### src/hdl/pemp_pkg.sv
// ----------------------------------------------------------------------------
// pemp_pkg: shared types and constants of the pointer event converter
// Event codes, packet constants, and the command and status groups that pass
// between the controller and the datapath.
// ----------------------------------------------------------------------------
package pemp_pkg;

	// Field and register widths
	localparam int CFG_AW = 3;
	localparam int CFG_DW = 32;
	localparam int VAL_W  = 32;
	localparam int DIFF_W = VAL_W + 1;
	localparam int SCR_W  = 15;
	localparam int PROD_W = DIFF_W + SCR_W;

	// Register indexes of the configuration port
	localparam logic [CFG_AW-1:0] CFG_X_MIN  = 3'd0;
	localparam logic [CFG_AW-1:0] CFG_X_MAX  = 3'd1;
	localparam logic [CFG_AW-1:0] CFG_Y_MIN  = 3'd2;
	localparam logic [CFG_AW-1:0] CFG_Y_MAX  = 3'd3;
	localparam logic [CFG_AW-1:0] CFG_SCR_X  = 3'd4;
	localparam logic [CFG_AW-1:0] CFG_SCR_Y  = 3'd5;

	localparam logic [SCR_W-1:0] SCR_X_RESET = 15'd639;
	localparam logic [SCR_W-1:0] SCR_Y_RESET = 15'd399;

	// Event classes and codes
	localparam logic [15:0] EV_TYPE_KEY = 16'd1;
	localparam logic [15:0] EV_TYPE_REL = 16'd2;
	localparam logic [15:0] EV_TYPE_ABS = 16'd3;
	localparam logic [15:0] EV_AXIS_X   = 16'd0;
	localparam logic [15:0] EV_AXIS_Y   = 16'd1;
	localparam logic [15:0] EV_BTN_LEFT = 16'h110;
	localparam logic [15:0] EV_BTN_RGHT = 16'h111;
	localparam logic [15:0] EV_BTN_MID  = 16'h112;

	// Packet constants
	localparam logic        KIND_PACKET   = 1'b0;
	localparam logic        KIND_EXTRA    = 1'b1;
	localparam logic [7:0]  HDR_BASE      = 8'hF8;
	localparam logic [1:0]  BIT_LEFT      = 2'b10;
	localparam logic [1:0]  BIT_RIGHT     = 2'b01;
	localparam logic [7:0]  EXTRA_PRESS   = 8'h37;
	localparam logic [7:0]  EXTRA_RELEASE = 8'hB7;
	localparam logic signed [7:0] STEP_HI = 8'sh7F;
	localparam logic signed [7:0] STEP_LO = 8'sh80;

	// Event classification
	typedef enum logic [2:0] {
		EVK_NONE,
		EVK_BUTTON,
		EVK_MIDDLE,
		EVK_REL,
		EVK_ABS
	} evk_t;

	// Controller states
	typedef enum logic [3:0] {
		ST_IDLE,
		ST_DECODE,
		ST_MUL,
		ST_DIV_GO,
		ST_DIV_WAIT,
		ST_SCALE,
		ST_STORE,
		ST_STEP,
		ST_EXTRA
	} st_t;

	// Controller to datapath
	typedef struct packed {
		logic load_event;
		logic prep;
		logic button_update;
		logic load_zero;
		logic load_rel;
		logic mul;
		logic div_start;
		logic scale;
		logic store;
		logic load_delta;
		logic emit_step;
		logic emit_extra;
	} cmd_t;

	// Datapath to controller
	typedef struct packed {
		evk_t kind;
		logic range_empty;
		logic axis_seen;
		logic out_free;
		logic div_done;
		logic step_last;
	} sts_t;

endpackage

### src/hdl/pemp_event_if.sv
// ----------------------------------------------------------------------------
// pemp_event_if: input event channel
// One beat carries one pointer event: type, code and value.
// ----------------------------------------------------------------------------
interface pemp_event_if;
	logic               valid;
	logic               ready;
	logic [15:0]        event_type;
	logic [15:0]        event_code;
	logic signed [31:0] event_value;

	modport source (output valid, output event_type, output event_code,
		output event_value, input ready);
	modport sink (input valid, input event_type, input event_code,
		input event_value, output ready);
endinterface

### src/hdl/pemp_result_if.sv
// ----------------------------------------------------------------------------
// pemp_result_if: result channel
// One beat carries one mouse packet or one extra middle-button byte.
// ----------------------------------------------------------------------------
interface pemp_result_if;
	logic              valid;
	logic              ready;
	logic              result_kind;
	logic [7:0]        packet_header;
	logic signed [7:0] step_dx;
	logic signed [7:0] step_dy;
	logic [7:0]        extra_button_byte;
	logic              last_of_run;

	modport source (output valid, output result_kind, output packet_header,
		output step_dx, output step_dy, output extra_button_byte,
		output last_of_run, input ready);
	modport sink (input valid, input result_kind, input packet_header,
		input step_dx, input step_dy, input extra_button_byte,
		input last_of_run, output ready);
endinterface

### src/hdl/pemp_div.sv
// ----------------------------------------------------------------------------
// pemp_div: iterative unsigned divider
// Restoring division, one quotient bit per cycle.
// ----------------------------------------------------------------------------
module pemp_div #(
	parameter int NUM_W = 48,
	parameter int DEN_W = 32
) (
	input  logic             clk,
	input  logic             arst_n,
	input  logic             start,
	input  logic [NUM_W-1:0] num,
	input  logic [DEN_W-1:0] den,
	output logic [NUM_W-1:0] quot,
	output logic             done
);

	localparam int CNT_W = (NUM_W > 1) ? $clog2(NUM_W) : 1;

	logic             busy_q;
	logic             done_q;
	logic [CNT_W-1:0] cnt_q;
	logic [NUM_W-1:0] num_q;
	logic [DEN_W-1:0] rem_q;
	logic [DEN_W-1:0] den_q;
	logic [DEN_W:0]   trial;
	logic             fits;

	// Shift the next dividend bit into the partial remainder and compare
	assign trial = {rem_q, num_q[NUM_W-1]};
	assign fits  = (trial >= {1'b0, den_q});

	// Sequence the iterations
	always_ff @(posedge clk or negedge arst_n) begin
		if (!arst_n) begin
			busy_q <= 1'b0;
			done_q <= 1'b0;
			cnt_q  <= '0;
		end else begin
			done_q <= 1'b0;
			if (start) begin
				busy_q <= 1'b1;
				cnt_q  <= CNT_W'(NUM_W - 1);
			end else if (busy_q) begin
				cnt_q <= cnt_q - CNT_W'(1);
				if (cnt_q == '0) begin
					busy_q <= 1'b0;
					done_q <= 1'b1;
				end
			end
		end
	end

	// Advance remainder and quotient
	always_ff @(posedge clk) begin
		if (start) begin
			num_q <= num;
			den_q <= den;
			rem_q <= '0;
		end else if (busy_q) begin
			rem_q <= fits ? DEN_W'(trial - {1'b0, den_q}) : trial[DEN_W-1:0];
			num_q <= {num_q[NUM_W-2:0], fits};
		end
	end

	assign quot = num_q;
	assign done = done_q;

endmodule

### src/hdl/pemp_ctrl.sv
// ----------------------------------------------------------------------------
// pemp_ctrl: controller of the pointer event converter
// Walks each event through decode, scaling of absolute events, and packet emission.
// ----------------------------------------------------------------------------
module pemp_ctrl (
	input  logic           clk,
	input  logic           arst_n,
	input  logic           ev_valid,
	output logic           ev_ready,
	input  pemp_pkg::sts_t sts,
	output pemp_pkg::cmd_t cmd
);

	pemp_pkg::st_t state_q;
	pemp_pkg::st_t state_nxt;

	// State register
	always_ff @(posedge clk or negedge arst_n) begin
		if (!arst_n) begin
			state_q <= pemp_pkg::ST_IDLE;
		end else begin
			state_q <= state_nxt;
		end
	end

	// Next state and commands
	always_comb begin
		state_nxt = state_q;
		cmd       = '0;
		ev_ready  = 1'b0;
		case (state_q)
			pemp_pkg::ST_IDLE: begin
				ev_ready = 1'b1;
				if (ev_valid) begin
					cmd.load_event = 1'b1;
					state_nxt      = pemp_pkg::ST_DECODE;
				end
			end
			pemp_pkg::ST_DECODE: begin
				cmd.prep = 1'b1;
				case (sts.kind)
					pemp_pkg::EVK_BUTTON: begin
						cmd.button_update = 1'b1;
						cmd.load_zero     = 1'b1;
						state_nxt         = pemp_pkg::ST_STEP;
					end
					pemp_pkg::EVK_MIDDLE: state_nxt = pemp_pkg::ST_EXTRA;
					pemp_pkg::EVK_REL: begin
						cmd.load_rel = 1'b1;
						state_nxt    = pemp_pkg::ST_STEP;
					end
					pemp_pkg::EVK_ABS: state_nxt = pemp_pkg::ST_MUL;
					default: state_nxt = pemp_pkg::ST_IDLE;
				endcase
			end
			pemp_pkg::ST_MUL: begin
				cmd.mul   = 1'b1;
				state_nxt = sts.range_empty ? pemp_pkg::ST_SCALE : pemp_pkg::ST_DIV_GO;
			end
			pemp_pkg::ST_DIV_GO: begin
				cmd.div_start = 1'b1;
				state_nxt     = pemp_pkg::ST_DIV_WAIT;
			end
			pemp_pkg::ST_DIV_WAIT: begin
				if (sts.div_done) begin
					state_nxt = pemp_pkg::ST_SCALE;
				end
			end
			pemp_pkg::ST_SCALE: begin
				cmd.scale = 1'b1;
				state_nxt = pemp_pkg::ST_STORE;
			end
			pemp_pkg::ST_STORE: begin
				// first sample on an axis only sets the baseline
				cmd.store      = 1'b1;
				cmd.load_delta = sts.axis_seen;
				state_nxt      = sts.axis_seen ? pemp_pkg::ST_STEP : pemp_pkg::ST_IDLE;
			end
			pemp_pkg::ST_STEP: begin
				if (sts.out_free) begin
					cmd.emit_step = 1'b1;
					if (sts.step_last) begin
						state_nxt = pemp_pkg::ST_IDLE;
					end
				end
			end
			pemp_pkg::ST_EXTRA: begin
				if (sts.out_free) begin
					cmd.emit_extra = 1'b1;
					state_nxt      = pemp_pkg::ST_IDLE;
				end
			end
			default: state_nxt = pemp_pkg::ST_IDLE;
		endcase
	end

endmodule

### src/hdl/pemp_dp.sv
// ----------------------------------------------------------------------------
// pemp_dp: datapath of the pointer event converter
// Configuration registers, button and axis state, scaling multiplier and
// divider, motion stepper and the result register.
// ----------------------------------------------------------------------------
module pemp_dp #(
	parameter int MAX_STEPS = 64
) (
	input  logic                          clk,
	input  logic                          arst_n,
	input  logic                          cfg_we,
	input  logic [pemp_pkg::CFG_AW-1:0]   cfg_index,
	input  logic [pemp_pkg::CFG_DW-1:0]   cfg_wdata,
	input  logic [15:0]                   ev_type,
	input  logic [15:0]                   ev_code,
	input  logic signed [31:0]            ev_value,
	input  pemp_pkg::cmd_t                cmd,
	output pemp_pkg::sts_t                sts,
	input  logic                          res_ready,
	output logic                          res_valid,
	output logic                          res_kind,
	output logic [7:0]                    res_header,
	output logic signed [7:0]             res_dx,
	output logic signed [7:0]             res_dy,
	output logic [7:0]                    res_extra,
	output logic                          res_last
);

	localparam int VW = pemp_pkg::VAL_W;
	localparam int DF = pemp_pkg::DIFF_W;
	localparam int PW = pemp_pkg::PROD_W;
	localparam int DW = $clog2(MAX_STEPS * 128) + 1;
	localparam int CW = $clog2(MAX_STEPS + 1);

	localparam logic signed [DF-1:0] LIM_LO = DF'(-(MAX_STEPS * 128));
	localparam logic signed [DF-1:0] LIM_HI = DF'(MAX_STEPS * 127);
	localparam logic signed [DW-1:0] S_HI   = DW'(pemp_pkg::STEP_HI);
	localparam logic signed [DW-1:0] S_LO   = DW'(pemp_pkg::STEP_LO);
	localparam logic [PW-1:0] Q_POS_LIM = PW'(33'h0_7FFF_FFFF);
	localparam logic [PW-1:0] Q_NEG_LIM = PW'(33'h0_8000_0000);

	// Configuration
	logic signed [VW-1:0]          x_min_q, x_max_q, y_min_q, y_max_q;
	logic [pemp_pkg::SCR_W-1:0]    scr_x_q, scr_y_q;

	// Latched event
	logic [15:0]          ev_type_q;
	logic [15:0]          ev_code_q;
	logic signed [VW-1:0] ev_value_q;

	// Persistent state
	logic [1:0]           button_q;
	logic                 x_seen_q, y_seen_q;
	logic signed [VW-1:0] last_x_q, last_y_q;

	// Scaling
	logic signed [DF-1:0] diff_q;
	logic [VW-1:0]        span_q;
	logic                 empty_q;
	logic                 neg_q;
	logic [PW-1:0]        prod_q;
	logic [PW-1:0]        quot;
	logic                 div_done;
	logic signed [VW-1:0] scaled_q;

	// Stepper
	logic signed [DW-1:0] dx_q, dy_q;
	logic [CW-1:0]        cnt_q;

	// Result register
	logic                 out_valid_q;
	logic                 out_kind_q;
	logic [7:0]           out_hdr_q;
	logic signed [7:0]    out_dx_q, out_dy_q;
	logic [7:0]           out_extra_q;
	logic                 out_last_q;

	// Combinational
	pemp_pkg::evk_t       kind;
	logic                 axis_y;
	logic signed [VW-1:0] sel_lo, sel_hi, sel_last;
	logic [pemp_pkg::SCR_W-1:0] sel_scr;
	logic signed [DF-1:0] span_full;
	logic [DF-1:0]        mag;
	logic signed [VW-1:0] scaled_nxt;
	logic signed [DF-1:0] delta;
	logic signed [DF-1:0] load_src;
	logic signed [DW-1:0] load_clamp;
	logic signed [7:0]    sx, sy;
	logic signed [DW-1:0] dx_nxt, dy_nxt;
	logic                 step_last;
	logic                 out_free;

	// Write configuration registers; unknown indexes are dropped
	always_ff @(posedge clk or negedge arst_n) begin
		if (!arst_n) begin
			x_min_q <= '0;
			x_max_q <= '0;
			y_min_q <= '0;
			y_max_q <= '0;
			scr_x_q <= pemp_pkg::SCR_X_RESET;
			scr_y_q <= pemp_pkg::SCR_Y_RESET;
		end else if (cfg_we) begin
			case (cfg_index)
				pemp_pkg::CFG_X_MIN: x_min_q <= cfg_wdata;
				pemp_pkg::CFG_X_MAX: x_max_q <= cfg_wdata;
				pemp_pkg::CFG_Y_MIN: y_min_q <= cfg_wdata;
				pemp_pkg::CFG_Y_MAX: y_max_q <= cfg_wdata;
				pemp_pkg::CFG_SCR_X: scr_x_q <= cfg_wdata[pemp_pkg::SCR_W-1:0];
				pemp_pkg::CFG_SCR_Y: scr_y_q <= cfg_wdata[pemp_pkg::SCR_W-1:0];
				default: ;
			endcase
		end
	end

	// Hold the accepted event
	always_ff @(posedge clk) begin
		if (cmd.load_event) begin
			ev_type_q  <= ev_type;
			ev_code_q  <= ev_code;
			ev_value_q <= ev_value;
		end
	end

	// Classify the held event
	always_comb begin
		kind = pemp_pkg::EVK_NONE;
		case (ev_type_q)
			pemp_pkg::EV_TYPE_KEY: begin
				if (ev_code_q == pemp_pkg::EV_BTN_LEFT || ev_code_q == pemp_pkg::EV_BTN_RGHT) begin
					kind = pemp_pkg::EVK_BUTTON;
				end else if (ev_code_q == pemp_pkg::EV_BTN_MID) begin
					kind = pemp_pkg::EVK_MIDDLE;
				end
			end
			pemp_pkg::EV_TYPE_REL: begin
				if (ev_code_q == pemp_pkg::EV_AXIS_X || ev_code_q == pemp_pkg::EV_AXIS_Y) begin
					kind = pemp_pkg::EVK_REL;
				end
			end
			pemp_pkg::EV_TYPE_ABS: begin
				if (ev_code_q == pemp_pkg::EV_AXIS_X || ev_code_q == pemp_pkg::EV_AXIS_Y) begin
					kind = pemp_pkg::EVK_ABS;
				end
			end
			default: kind = pemp_pkg::EVK_NONE;
		endcase
	end

	// Axis selection: axis codes differ only in bit 0
	assign axis_y   = ev_code_q[0];
	assign sel_lo   = axis_y ? y_min_q : x_min_q;
	assign sel_hi   = axis_y ? y_max_q : x_max_q;
	assign sel_scr  = axis_y ? scr_y_q : scr_x_q;
	assign sel_last = axis_y ? last_y_q : last_x_q;

	// Button state
	always_ff @(posedge clk or negedge arst_n) begin
		if (!arst_n) begin
			button_q <= '0;
		end else if (cmd.button_update) begin
			if (ev_value_q != '0) begin
				button_q <= button_q | ((ev_code_q == pemp_pkg::EV_BTN_LEFT) ?
					pemp_pkg::BIT_LEFT : pemp_pkg::BIT_RIGHT);
			end else begin
				button_q <= button_q & ~((ev_code_q == pemp_pkg::EV_BTN_LEFT) ?
					pemp_pkg::BIT_LEFT : pemp_pkg::BIT_RIGHT);
			end
		end
	end

	// Offset and span of the axis range
	assign span_full = {sel_hi[VW-1], sel_hi} - {sel_lo[VW-1], sel_lo};
	assign mag       = diff_q[DF-1] ? DF'(-diff_q) : diff_q;

	always_ff @(posedge clk) begin
		if (cmd.prep) begin
			diff_q  <= {ev_value_q[VW-1], ev_value_q} - {sel_lo[VW-1], sel_lo};
			span_q  <= span_full[VW-1:0];
			empty_q <= (sel_hi <= sel_lo);
		end
		if (cmd.mul) begin
			prod_q <= PW'(mag) * PW'(sel_scr);
			neg_q  <= diff_q[DF-1];
		end
		if (cmd.scale) begin
			scaled_q <= scaled_nxt;
		end
	end

	pemp_div #(
		.NUM_W (PW),
		.DEN_W (VW)
	) u_div (
		.clk    (clk),
		.arst_n (arst_n),
		.start  (cmd.div_start),
		.num    (prod_q),
		.den    (span_q),
		.quot   (quot),
		.done   (div_done)
	);

	// Apply the sign and saturate to the signed 32-bit range; an empty range gives zero
	always_comb begin
		if (empty_q) begin
			scaled_nxt = '0;
		end else if (!neg_q) begin
			scaled_nxt = (quot > Q_POS_LIM) ? Q_POS_LIM[VW-1:0] : quot[VW-1:0];
		end else begin
			scaled_nxt = (quot > Q_NEG_LIM) ? Q_NEG_LIM[VW-1:0] : VW'(-quot[VW-1:0]);
		end
	end

	// Baseline per axis
	always_ff @(posedge clk or negedge arst_n) begin
		if (!arst_n) begin
			x_seen_q <= 1'b0;
			y_seen_q <= 1'b0;
			last_x_q <= '0;
			last_y_q <= '0;
		end else if (cmd.store) begin
			if (axis_y) begin
				y_seen_q <= 1'b1;
				last_y_q <= scaled_q;
			end else begin
				x_seen_q <= 1'b1;
				last_x_q <= scaled_q;
			end
		end
	end

	// Motion to send, saturated to what MAX_STEPS packets carry
	assign delta    = {scaled_q[VW-1], scaled_q} - {sel_last[VW-1], sel_last};
	assign load_src = cmd.load_rel ? {ev_value_q[VW-1], ev_value_q} : delta;
	assign load_clamp = (load_src > LIM_HI) ? LIM_HI[DW-1:0] :
		(load_src < LIM_LO) ? LIM_LO[DW-1:0] : load_src[DW-1:0];

	// Cut one packet step off the remaining motion
	assign sx = (dx_q > S_HI) ? pemp_pkg::STEP_HI : (dx_q < S_LO) ? pemp_pkg::STEP_LO : dx_q[7:0];
	assign sy = (dy_q > S_HI) ? pemp_pkg::STEP_HI : (dy_q < S_LO) ? pemp_pkg::STEP_LO : dy_q[7:0];
	assign dx_nxt = dx_q - {{(DW-8){sx[7]}}, sx};
	assign dy_nxt = dy_q - {{(DW-8){sy[7]}}, sy};
	assign step_last = ((dx_nxt == '0) && (dy_nxt == '0)) || (cnt_q == CW'(MAX_STEPS - 1));

	always_ff @(posedge clk) begin
		if (cmd.load_zero || cmd.load_rel || cmd.load_delta) begin
			dx_q <= (!cmd.load_zero && !axis_y) ? load_clamp : '0;
			dy_q <= (!cmd.load_zero && axis_y) ? load_clamp : '0;
		end else if (cmd.emit_step) begin
			dx_q <= dx_nxt;
			dy_q <= dy_nxt;
		end
	end

	always_ff @(posedge clk or negedge arst_n) begin
		if (!arst_n) begin
			cnt_q <= '0;
		end else if (cmd.load_zero || cmd.load_rel || cmd.load_delta) begin
			cnt_q <= '0;
		end else if (cmd.emit_step) begin
			cnt_q <= cnt_q + CW'(1);
		end
	end

	// Result register: free when empty or its beat is taken
	assign out_free = !out_valid_q || res_ready;

	always_ff @(posedge clk or negedge arst_n) begin
		if (!arst_n) begin
			out_valid_q <= 1'b0;
		end else if (cmd.emit_step || cmd.emit_extra) begin
			out_valid_q <= 1'b1;
		end else if (res_ready) begin
			out_valid_q <= 1'b0;
		end
	end

	always_ff @(posedge clk) begin
		if (cmd.emit_step) begin
			out_kind_q  <= pemp_pkg::KIND_PACKET;
			out_hdr_q   <= pemp_pkg::HDR_BASE | {6'b0, button_q};
			out_dx_q    <= sx;
			out_dy_q    <= sy;
			out_extra_q <= '0;
			out_last_q  <= step_last;
		end else if (cmd.emit_extra) begin
			out_kind_q  <= pemp_pkg::KIND_EXTRA;
			out_hdr_q   <= '0;
			out_dx_q    <= '0;
			out_dy_q    <= '0;
			out_extra_q <= (ev_value_q != '0) ? pemp_pkg::EXTRA_PRESS : pemp_pkg::EXTRA_RELEASE;
			out_last_q  <= 1'b1;
		end
	end

	assign res_valid  = out_valid_q;
	assign res_kind   = out_kind_q;
	assign res_header = out_hdr_q;
	assign res_dx     = out_dx_q;
	assign res_dy     = out_dy_q;
	assign res_extra  = out_extra_q;
	assign res_last   = out_last_q;

	// Status to the controller
	always_comb begin
		sts             = '0;
		sts.kind        = kind;
		sts.range_empty = empty_q;
		sts.axis_seen   = axis_y ? y_seen_q : x_seen_q;
		sts.out_free    = out_free;
		sts.div_done    = div_done;
		sts.step_last   = step_last;
	end

endmodule

### src/hdl/pointer_event_to_mouse_packets.sv
// A button or relative event goes from decode straight to packet emission; an
// absolute event first passes the multiplier and the 48-step divider (skipped when
// the axis range is empty). Further packets of one event follow one per cycle
// while the sink takes them. One event is handled at a time; the next is accepted
// the cycle after the last result is loaded into the output register.
// Reset clears button, axis and handshake state and loads configuration defaults.
// ----------------------------------------------------------------------------
// pointer_event_to_mouse_packets: pointer events to relative mouse packets
// Controller and datapath joined by command and status groups.
// ----------------------------------------------------------------------------
module pointer_event_to_mouse_packets #(
	parameter int MAX_STEPS = 64
) (
	input  logic                        clk,
	input  logic                        arst_n,
	input  logic                        cfg_we,
	input  logic [pemp_pkg::CFG_AW-1:0] cfg_index,
	input  logic [pemp_pkg::CFG_DW-1:0] cfg_wdata,
	pemp_event_if.sink                  pointer,
	pemp_result_if.source               packet
);

	pemp_pkg::cmd_t cmd;
	pemp_pkg::sts_t sts;

	pemp_ctrl u_ctrl (
		.clk      (clk),
		.arst_n   (arst_n),
		.ev_valid (pointer.valid),
		.ev_ready (pointer.ready),
		.sts      (sts),
		.cmd      (cmd)
	);

	pemp_dp #(
		.MAX_STEPS (MAX_STEPS)
	) u_dp (
		.clk        (clk),
		.arst_n     (arst_n),
		.cfg_we     (cfg_we),
		.cfg_index  (cfg_index),
		.cfg_wdata  (cfg_wdata),
		.ev_type    (pointer.event_type),
		.ev_code    (pointer.event_code),
		.ev_value   (pointer.event_value),
		.cmd        (cmd),
		.sts        (sts),
		.res_ready  (packet.ready),
		.res_valid  (packet.valid),
		.res_kind   (packet.result_kind),
		.res_header (packet.packet_header),
		.res_dx     (packet.step_dx),
		.res_dy     (packet.step_dy),
		.res_extra  (packet.extra_button_byte),
		.res_last   (packet.last_of_run)
	);

endmodule

### src/flat_wrapper.sv
// flat-port wrapper written by rule: the top's interface ports become plain ports
module pointer_event_to_mouse_packets_flat 
#(
	parameter int MAX_STEPS = 64
)
  (clk, arst_n, cfg_we, cfg_index, cfg_wdata, pointer_valid, pointer_event_type, pointer_event_code, pointer_event_value, pointer_ready, packet_valid, packet_result_kind, packet_packet_header, packet_step_dx, packet_step_dy, packet_extra_button_byte, packet_last_of_run, packet_ready);
  pemp_event_if pointer_i ();
  pemp_result_if packet_i ();
  input  logic clk;
  input  logic arst_n;
  input  logic cfg_we;
  input  logic [pemp_pkg::CFG_AW-1:0] cfg_index;
  input  logic [pemp_pkg::CFG_DW-1:0] cfg_wdata;
  input wire logic [$bits(pointer_i.valid)-1:0] pointer_valid;
  input wire logic [$bits(pointer_i.event_type)-1:0] pointer_event_type;
  input wire logic [$bits(pointer_i.event_code)-1:0] pointer_event_code;
  input wire logic [$bits(pointer_i.event_value)-1:0] pointer_event_value;
  output wire logic [$bits(pointer_i.ready)-1:0] pointer_ready;
  output wire logic [$bits(packet_i.valid)-1:0] packet_valid;
  output wire logic [$bits(packet_i.result_kind)-1:0] packet_result_kind;
  output wire logic [$bits(packet_i.packet_header)-1:0] packet_packet_header;
  output wire logic [$bits(packet_i.step_dx)-1:0] packet_step_dx;
  output wire logic [$bits(packet_i.step_dy)-1:0] packet_step_dy;
  output wire logic [$bits(packet_i.extra_button_byte)-1:0] packet_extra_button_byte;
  output wire logic [$bits(packet_i.last_of_run)-1:0] packet_last_of_run;
  input wire logic [$bits(packet_i.ready)-1:0] packet_ready;
  assign pointer_i.valid = pointer_valid;
  assign pointer_i.event_type = pointer_event_type;
  assign pointer_i.event_code = pointer_event_code;
  assign pointer_i.event_value = pointer_event_value;
  assign pointer_ready = pointer_i.ready;
  assign packet_valid = packet_i.valid;
  assign packet_result_kind = packet_i.result_kind;
  assign packet_packet_header = packet_i.packet_header;
  assign packet_step_dx = packet_i.step_dx;
  assign packet_step_dy = packet_i.step_dy;
  assign packet_extra_button_byte = packet_i.extra_button_byte;
  assign packet_last_of_run = packet_i.last_of_run;
  assign packet_i.ready = packet_ready;
  pointer_event_to_mouse_packets #(.MAX_STEPS(MAX_STEPS)) u_core (.clk(clk), .arst_n(arst_n), .cfg_we(cfg_we), .cfg_index(cfg_index), .cfg_wdata(cfg_wdata), .pointer(pointer_i), .packet(packet_i));
endmodule
### config.mk
export PLATFORM = sky130hd
export DESIGN_NAME = pointer_event_to_mouse_packets_flat
export DESIGN_NICKNAME = d
export VERILOG_FILES = /design/src/hdl/pemp_pkg.sv /design/src/hdl/pemp_event_if.sv /design/src/hdl/pemp_result_if.sv /design/src/hdl/pemp_div.sv /design/src/hdl/pemp_ctrl.sv /design/src/hdl/pemp_dp.sv /design/src/hdl/pointer_event_to_mouse_packets.sv /design/src/flat_wrapper.sv
export SDC_FILE = /design/constraint.sdc
export NUM_CORES = 2
export LEC_CHECK = 0
export BUFFER_PORTS_ARGS = -buffer_cell sky130_fd_sc_hd__buf_4
export CAP_MARGIN = 20
export CORE_MARGIN = 3
export CORE_UTILIZATION = 55
export CTS_BUF_LIST = sky130_fd_sc_hd__clkbuf_16
export DETAILED_ROUTE_END_ITERATION = 16
export GPL_TIMING_DRIVEN = 0
export PLACE_DENSITY_LB_ADDON = 0.12
export RECOVER_POWER = 25
export REMOVE_ABC_BUFFERS = 1
export SYNTH_ARGS = -nofsm -noshare
export SYNTH_HDL_FRONTEND = slang
export SYNTH_SLANG_ARGS = --single-unit
### constraint.sdc
create_clock -name clk -period 9.9 [get_ports clk]
set_clock_uncertainty 0.15 [all_clocks]
set_input_delay 0 -clock clk [delete_from_list [all_inputs] [get_ports clk]]
set_output_delay 0 -clock clk [all_outputs]
set_load 0.005 [all_outputs]
Yosys cells after proc, flatten, opt, wreduce, memory -nomap -nowiden
Index checks and enable logic that the tools add are counted.

cells by class
  $lt $le $gt $ge = 10
  multiplexer cells = 74
  bitwise operators = 4
  reductions and logical operators = 34
  add/subtract/negate cells = 10
  multiply operators = 1
  equal/unequal tests = 30

operator list
  operator                                                       count
  two-way mux 32 bit                                             7
  two-way mux 14 bit                                             8
  two-way mux 48 bit                                             2
  two-way mux 33 bit                                             2
  subtractor 32 x 32 -> 33 bit                                   2
  two-way mux 8 bit                                              8
  subtractor 32 bit                                              2
  == test 16 x 9 -> 1 bit (second input constant)                3
  > comparator 48 x 31 -> 1 bit (second input constant)          1
  > comparator 48 x 32 -> 1 bit (second input constant)          1
  multiplier 33 x 15 -> 48 bit                                   1
  case mux 4 bit (9 select lines)                                1
  greater-or-equal comparator 33 x 32 -> 1 bit                   1
  > comparator 33 x 14 -> 1 bit (second input constant)          1
  less-than comparator 33 x 14 -> 1 bit (second input constant)  1
  negator 33 bit                                                 1
  == test 16 x 1 -> 1 bit (second input constant)                2
  == test 16 x 2 -> 1 bit (second input constant)                2
  less-or-equal comparator 32 bit                                1
  negator 32 bit                                                 1
  nonzero test 32 bit                                            1
  > comparator 14 x 8 -> 1 bit (second input constant)           2
  zero test 14 bit                                               2
  less-than comparator 14 x 8 -> 1 bit (second input constant)   2
  36 further kinds                                               108

word-level totals
  logic and storage cells = 201
  output and inout bits = 36
  bits of input ports = 104
  register bits = 630

Depth between registers and ports, before layout
  depth after elaboration = 13
  mapped depth = 34
  mapped depth without buffers = 33

Hierarchy
From an unflattened synthesis, not the netlist that was laid out.

second synthesis, totals
  cell total of the unflattened synthesis = 4901
  area, all modules = 50005.5 um2

by module, submodules not included
  module     sequential area each (um2)  instances  area each (um2)  cells an instance
  pemp_dp    13680.6                     1          42543.3          4191
  pemp_div   3243.1                      1          7026.7           656
  pemp_ctrl  100.1                       1          435.4            54

Least setup slack after synthesis
No wires, ideal clock.

  kind = register to register
  start = register u_core.u_dp.diff_q[3]
  end = register u_core.u_dp.prod_q[47], data pin
  period minus slack after synthesis = 9.405 ns
  arrival = 8.996 ns
  setup slack = 0.495 ns
  setup time = 0.260 ns
  cell stages (with the launch flop) = 33
  path buffers = 0
  data required time = 9.490 ns
  cell sequence = edfxtp_1 -> or4_4 -> or3_4 -> or3_4 -> nand2b_4 -> or4_4 -> or3_4 -> or4_4 -> nand2_1 -> xor2_2 -> nor2_1 -> fa_1 -> inv_1 -> fa_1 -> inv_1 -> fa_1 -> fa_1 -> fa_1 -> inv_1 -> fa_1 -> inv_1 -> ha_1 -> a21o_1 -> a21oi_1 -> o21ai_0 -> a21oi_1 -> o21ai_0 -> or3_1 -> o21ai_0 -> nor3_1 -> o31a_1 -> nor2_1 -> xnor2_1

between the ends
  word-level cells in the longest chain between the ends = 3

ends and longest elaborated chain
  element                           RTL line        RTL
  start, declared                   pemp_dp.sv:57   logic signed [DF-1:0] diff_q;
  start signal, assigned            pemp_dp.sv:178  diff_q <= {ev_value_q[VW-1], ev_value_q} - {sel_lo[VW-1], sel_lo};
  negator 33 bit                    pemp_dp.sv:174  assign mag = diff_q[DF-1] ? DF'(-diff_q) : diff_q;
  two-way mux 33 bit (*)            pemp_dp.sv:174
  multiplier 33 x 15 -> 48 bit (*)  pemp_dp.sv:183  prod_q <= PW'(mag) * PW'(sel_scr);
  end signal, assigned              pemp_dp.sv:183
  end, declared                     pemp_dp.sv:61   logic [PW-1:0] prod_q;

Mark *: on every way between the ends. The rest lies on a longest branch, timed or not.
A chain may end at the register's enable or synchronous reset.

Worst setup path after layout
  start = register u_core.u_dp.diff_q[6]
  end = register u_core.u_dp.prod_q[47], data pin

The elaborated chain is that of the path after synthesis.

==> run_results.csv <==
group,metric,value,unit
drt,num_vias,37200,
run_status,outcome,"complete, but fails checks",
finish,num-nets-final,5933,
hold_path,worst_hold_startpoint,"cfg_wdata[29]",
synthesis,synth-seq-area-share,0.347,
timing,timing_worst_slew_pin_value,6250,ps
drt,drt-wirelength-per-cell,20.5,um
timing,timing.final.setup_violations,0,
grt,first_global_vias,37500,
timing,number_of_hold_slack_violations_in_the_final_timing_report,0,
synthesis,post_synth.cell_area_avg,10.1,sq um
timing,timing.max_slew.rel_slack,-3.17,
critical_path,r2r_setup_slack,170,ps
critical_path,number_of_cells_traversed_by_the_worst_register_to_register_path,31,
timing,final_min_period_over_clock_period,0.983,
timing,maxSlewViolCount,249,
clock_network,clk_pin_slew,60,ps
run_status,failed_checks,"max-capacitance violations, max-slew violations",
synthesis,post_synth_design_cell_area,49000,sq um
grt,grt_pass1_wl,208000,um
finish,final_area,56700,sq um
die,rows,108,
hold_path,hold_path_depth,3,
clock_network,cts_tree,"done",
critical_path,cp_max_fo,6,
job,max_cap_viol_count,3,
critical_path,critPathMaxStageDelay,560,ps
grt,largest_net_degree_at_the_start_of_global_routing,117,
die,fp.dieArea,92800,sq um
timing,min_period,9730,ps
drt,detailedRoute.firstPassIterationCount,6,
place,detailed_place.area,52200,sq um
clock_network,clock_net_sink_count,619,
finish,finish.utilization,0.648,
critical_path,arrival,9950,ps
critical_path,r2r-start,"u_core.u_dp.diff_q[6]",
clock_network,clk-insertion-delay-late,620,ps
clock_network,clockRootBuffer,"clkbuf_16",
synthesis,synthArstFlopShare,0.397,
drt,detailedRoute.firstIterationViolations,2730,
place,place_congestion,0.903,
critical_path,cp-startpoint,"u_core.u_dp.diff_q[6]",
critical_path,worstPathRequired,10110,ps
critical_path,critPathKind,"flip-flop to flip-flop",
grt,grt-ovfl-total,0,
synthesis,post_synth_inst_count,4843,
hold_path,hold_path_class,"primary input to flip-flop",
grt,grt_usage,0.282,
synthesis,synthesis.yosys.warnings,0,
place,detailedPlacementHpwl,99100,um
finish,fillerInstances,6882,
synthesis,synth_flop_cell,"edfxtp_1",
critical_path,cpMostUsedCell,"fa_1",
die,horizontal_die_dimension,305,um
die,start_util,0.560,
finish,final_layout_size_suffix_gt1_frac,0.140,
drt,post-route-drc-count,0,
drt,drt-vias-per-instance,5.84,
die,boundaryPins,140,
place,dpl.cell_count,6030,
die,die-height,305,um
die,coreArea,87600,sq um
drt,antenna_left,0,
critical_path,slowest_cell_on_the_critical_path,"or4_4",
clock_network,clock_tree.htree_level_count,3,
place,io_buffers,136,
synthesis,synth_enable_flop_cells,338,
critical_path,r2r_end,"u_core.u_dp.prod_q[47]",
drt,wl,131000,um
synthesis,synth.distinct_cells,80,
critical_path,cp-start-kind,"flip-flop",
synthesis,synth-seq-cells,619,
grt,number_of_antenna_violations_at_the_first_check_in_global_routing,5,
critical_path,endpoint_kind_of_the_worst_setup_timing_path,"flip-flop",
timing,maxClockFrequency,103,MHz
hold_path,hold_end,"u_core.u_dp.y_max_q[29]",
finish,finish.cell_count_without_fillers,6364,
clock_network,clock_path_buffers,3,
finish,flow.area_growth_from_synthesis,15.7,%
clock_network,numCtsBuffers,68,
metrics by stage:
step / setup TNS (ps) / hold slack [ps] / worst slack, ps
after global routing: -130 / 26.1 / -53.9
after detailed placement: -4890 / -217 / -692
after floorplan: -43720 / -446 / -2250
after global placement: -311580 / 28.2 / -7240
final: 0 / 39.5 / 168
after CTS: -1.62 / 0.638 / -1.62
layout by cell type, fill, tap and decap left out, types with 72 or more instances in the layout:
cell type and instances:
a21oi_1 199, buf_4 91, clkbuf_16 72, clkbuf_4 74, dfrtp_1 231, dlygate4sd3_1 175
edfxtp_1 338, fa_1 407, ha_1 268, inv_1 552, mux2_2 274, mux2i_1 107
nand2_1 538, nor2_1 479, o21ai_0 188, xnor2_1 139
synth_stat cells, drive strengths merged (8+ instances only):
cell      n  area [sq um]
a211oi   37           278
a21boi    8          60.1
a21o     69           518
a21oi   205          1030
a31o      8          70.1
a31oi    21           131
and2     21           131
and3     23           144
buf      32           173
clkbuf  142           533
dfrtp   232          5810
dfstp    14           368
dfxtp    35           701
edfxtp  338         10100
fa      407          8150
ha      271          3390
inv     534          2000
mux2    274          3090
mux2i   117          1170
nand2   540          2030
nand2b   49           322
nand3    45           225
nand3b   11          82.6
nand4    38           238
nand4b   16           140
nor2    482          1810
nor2b    26           163
nor3     65           325
nor3b    17           128
nor4     33           206
o211ai   17           128
o21a     47           353
o21ai   200          1000
o21bai   19           143
o22a      9          78.8
o22ai    18           113
o311ai    9          78.8
o31a     13           114
o31ai    19           156
o41ai     8          88.8
or2      15          93.8
or3      33           221
or4      16           139
xnor2   147          1290
xor2     80           708
kinds of logic after synthesis:
| family | synth area share |
|---|---|
| xor gates and xnor gates | 0.0407 |
| and+or+nand+nor | 0.134 |
| buffers and inverters | 0.0553 |
| muxes | 0.0868 |
| other | 0.0000765 |
| AOI/OAI and AO/OA | 0.100 |
| DFF | 0.347 |
| adders and majority gates | 0.235 |
what timing repair did:
item,CTS,global route
buffers inserted,22,7
setup endpoints to repair,14,15
hold buffers,176,0
resized for setup,31,50
endpoints found under the hold margin,494,0
pin swaps,8,7
critical path, delay by kind of cell (launching register included):
kind                     cells  cell delay (ps)
flip-flops                   1              450
XOR/XNOR                     2              270
buffers and inverters        5              400
AND/OR/NAND/NOR             11             3510
AO/OA/AOI/OAI                6             1350
adder cells (fa/ha/maj)      7             3350
final cells by class:
cell class              instances  area, sq um  area share
multi-input cells            3518        29900       0.528
flip-flops and latches        619        17000       0.300
repair buffers                410         4130      0.0729
inverters                     534         2010      0.0354
clock buffers                  72         1800      0.0318
well taps                    1155         1450      0.0255
clock inverters                54          353     0.00622
diodes                          2         5.00   0.0000882
routing by layer:
metal	GRT usage	routed length (um)	up-vias	part of all wire
li1	-	-	17200	-
met3	0.0442	9370	224	0.072
met2	0.451	60300	1284	0.46
met5	0	0	-	0
met4	0.0737	3390	0	0.026
met1	0.404	57600	18500	0.44
worst max path at each step:
stage,to,slack (ps),depth (start not counted)
final,u_core.u_dp.prod_q[47],170,31
after global routing,u_core.u_dp.prod_q[47],-50,31
after CTS,u_core.u_dp.prod_q[42],-2,29
after detailed placement,u_core.u_dp.prod_q[42],-690,29
after global placement,u_core.u_dp.prod_q[42],-7240,25
after floorplan,u_core.u_dp.prod_q[42],-2250,23
Power is left out: the tool's default activity adds up to more than one toggle a clock period on the data nets, which glitch-free logic cannot reach.
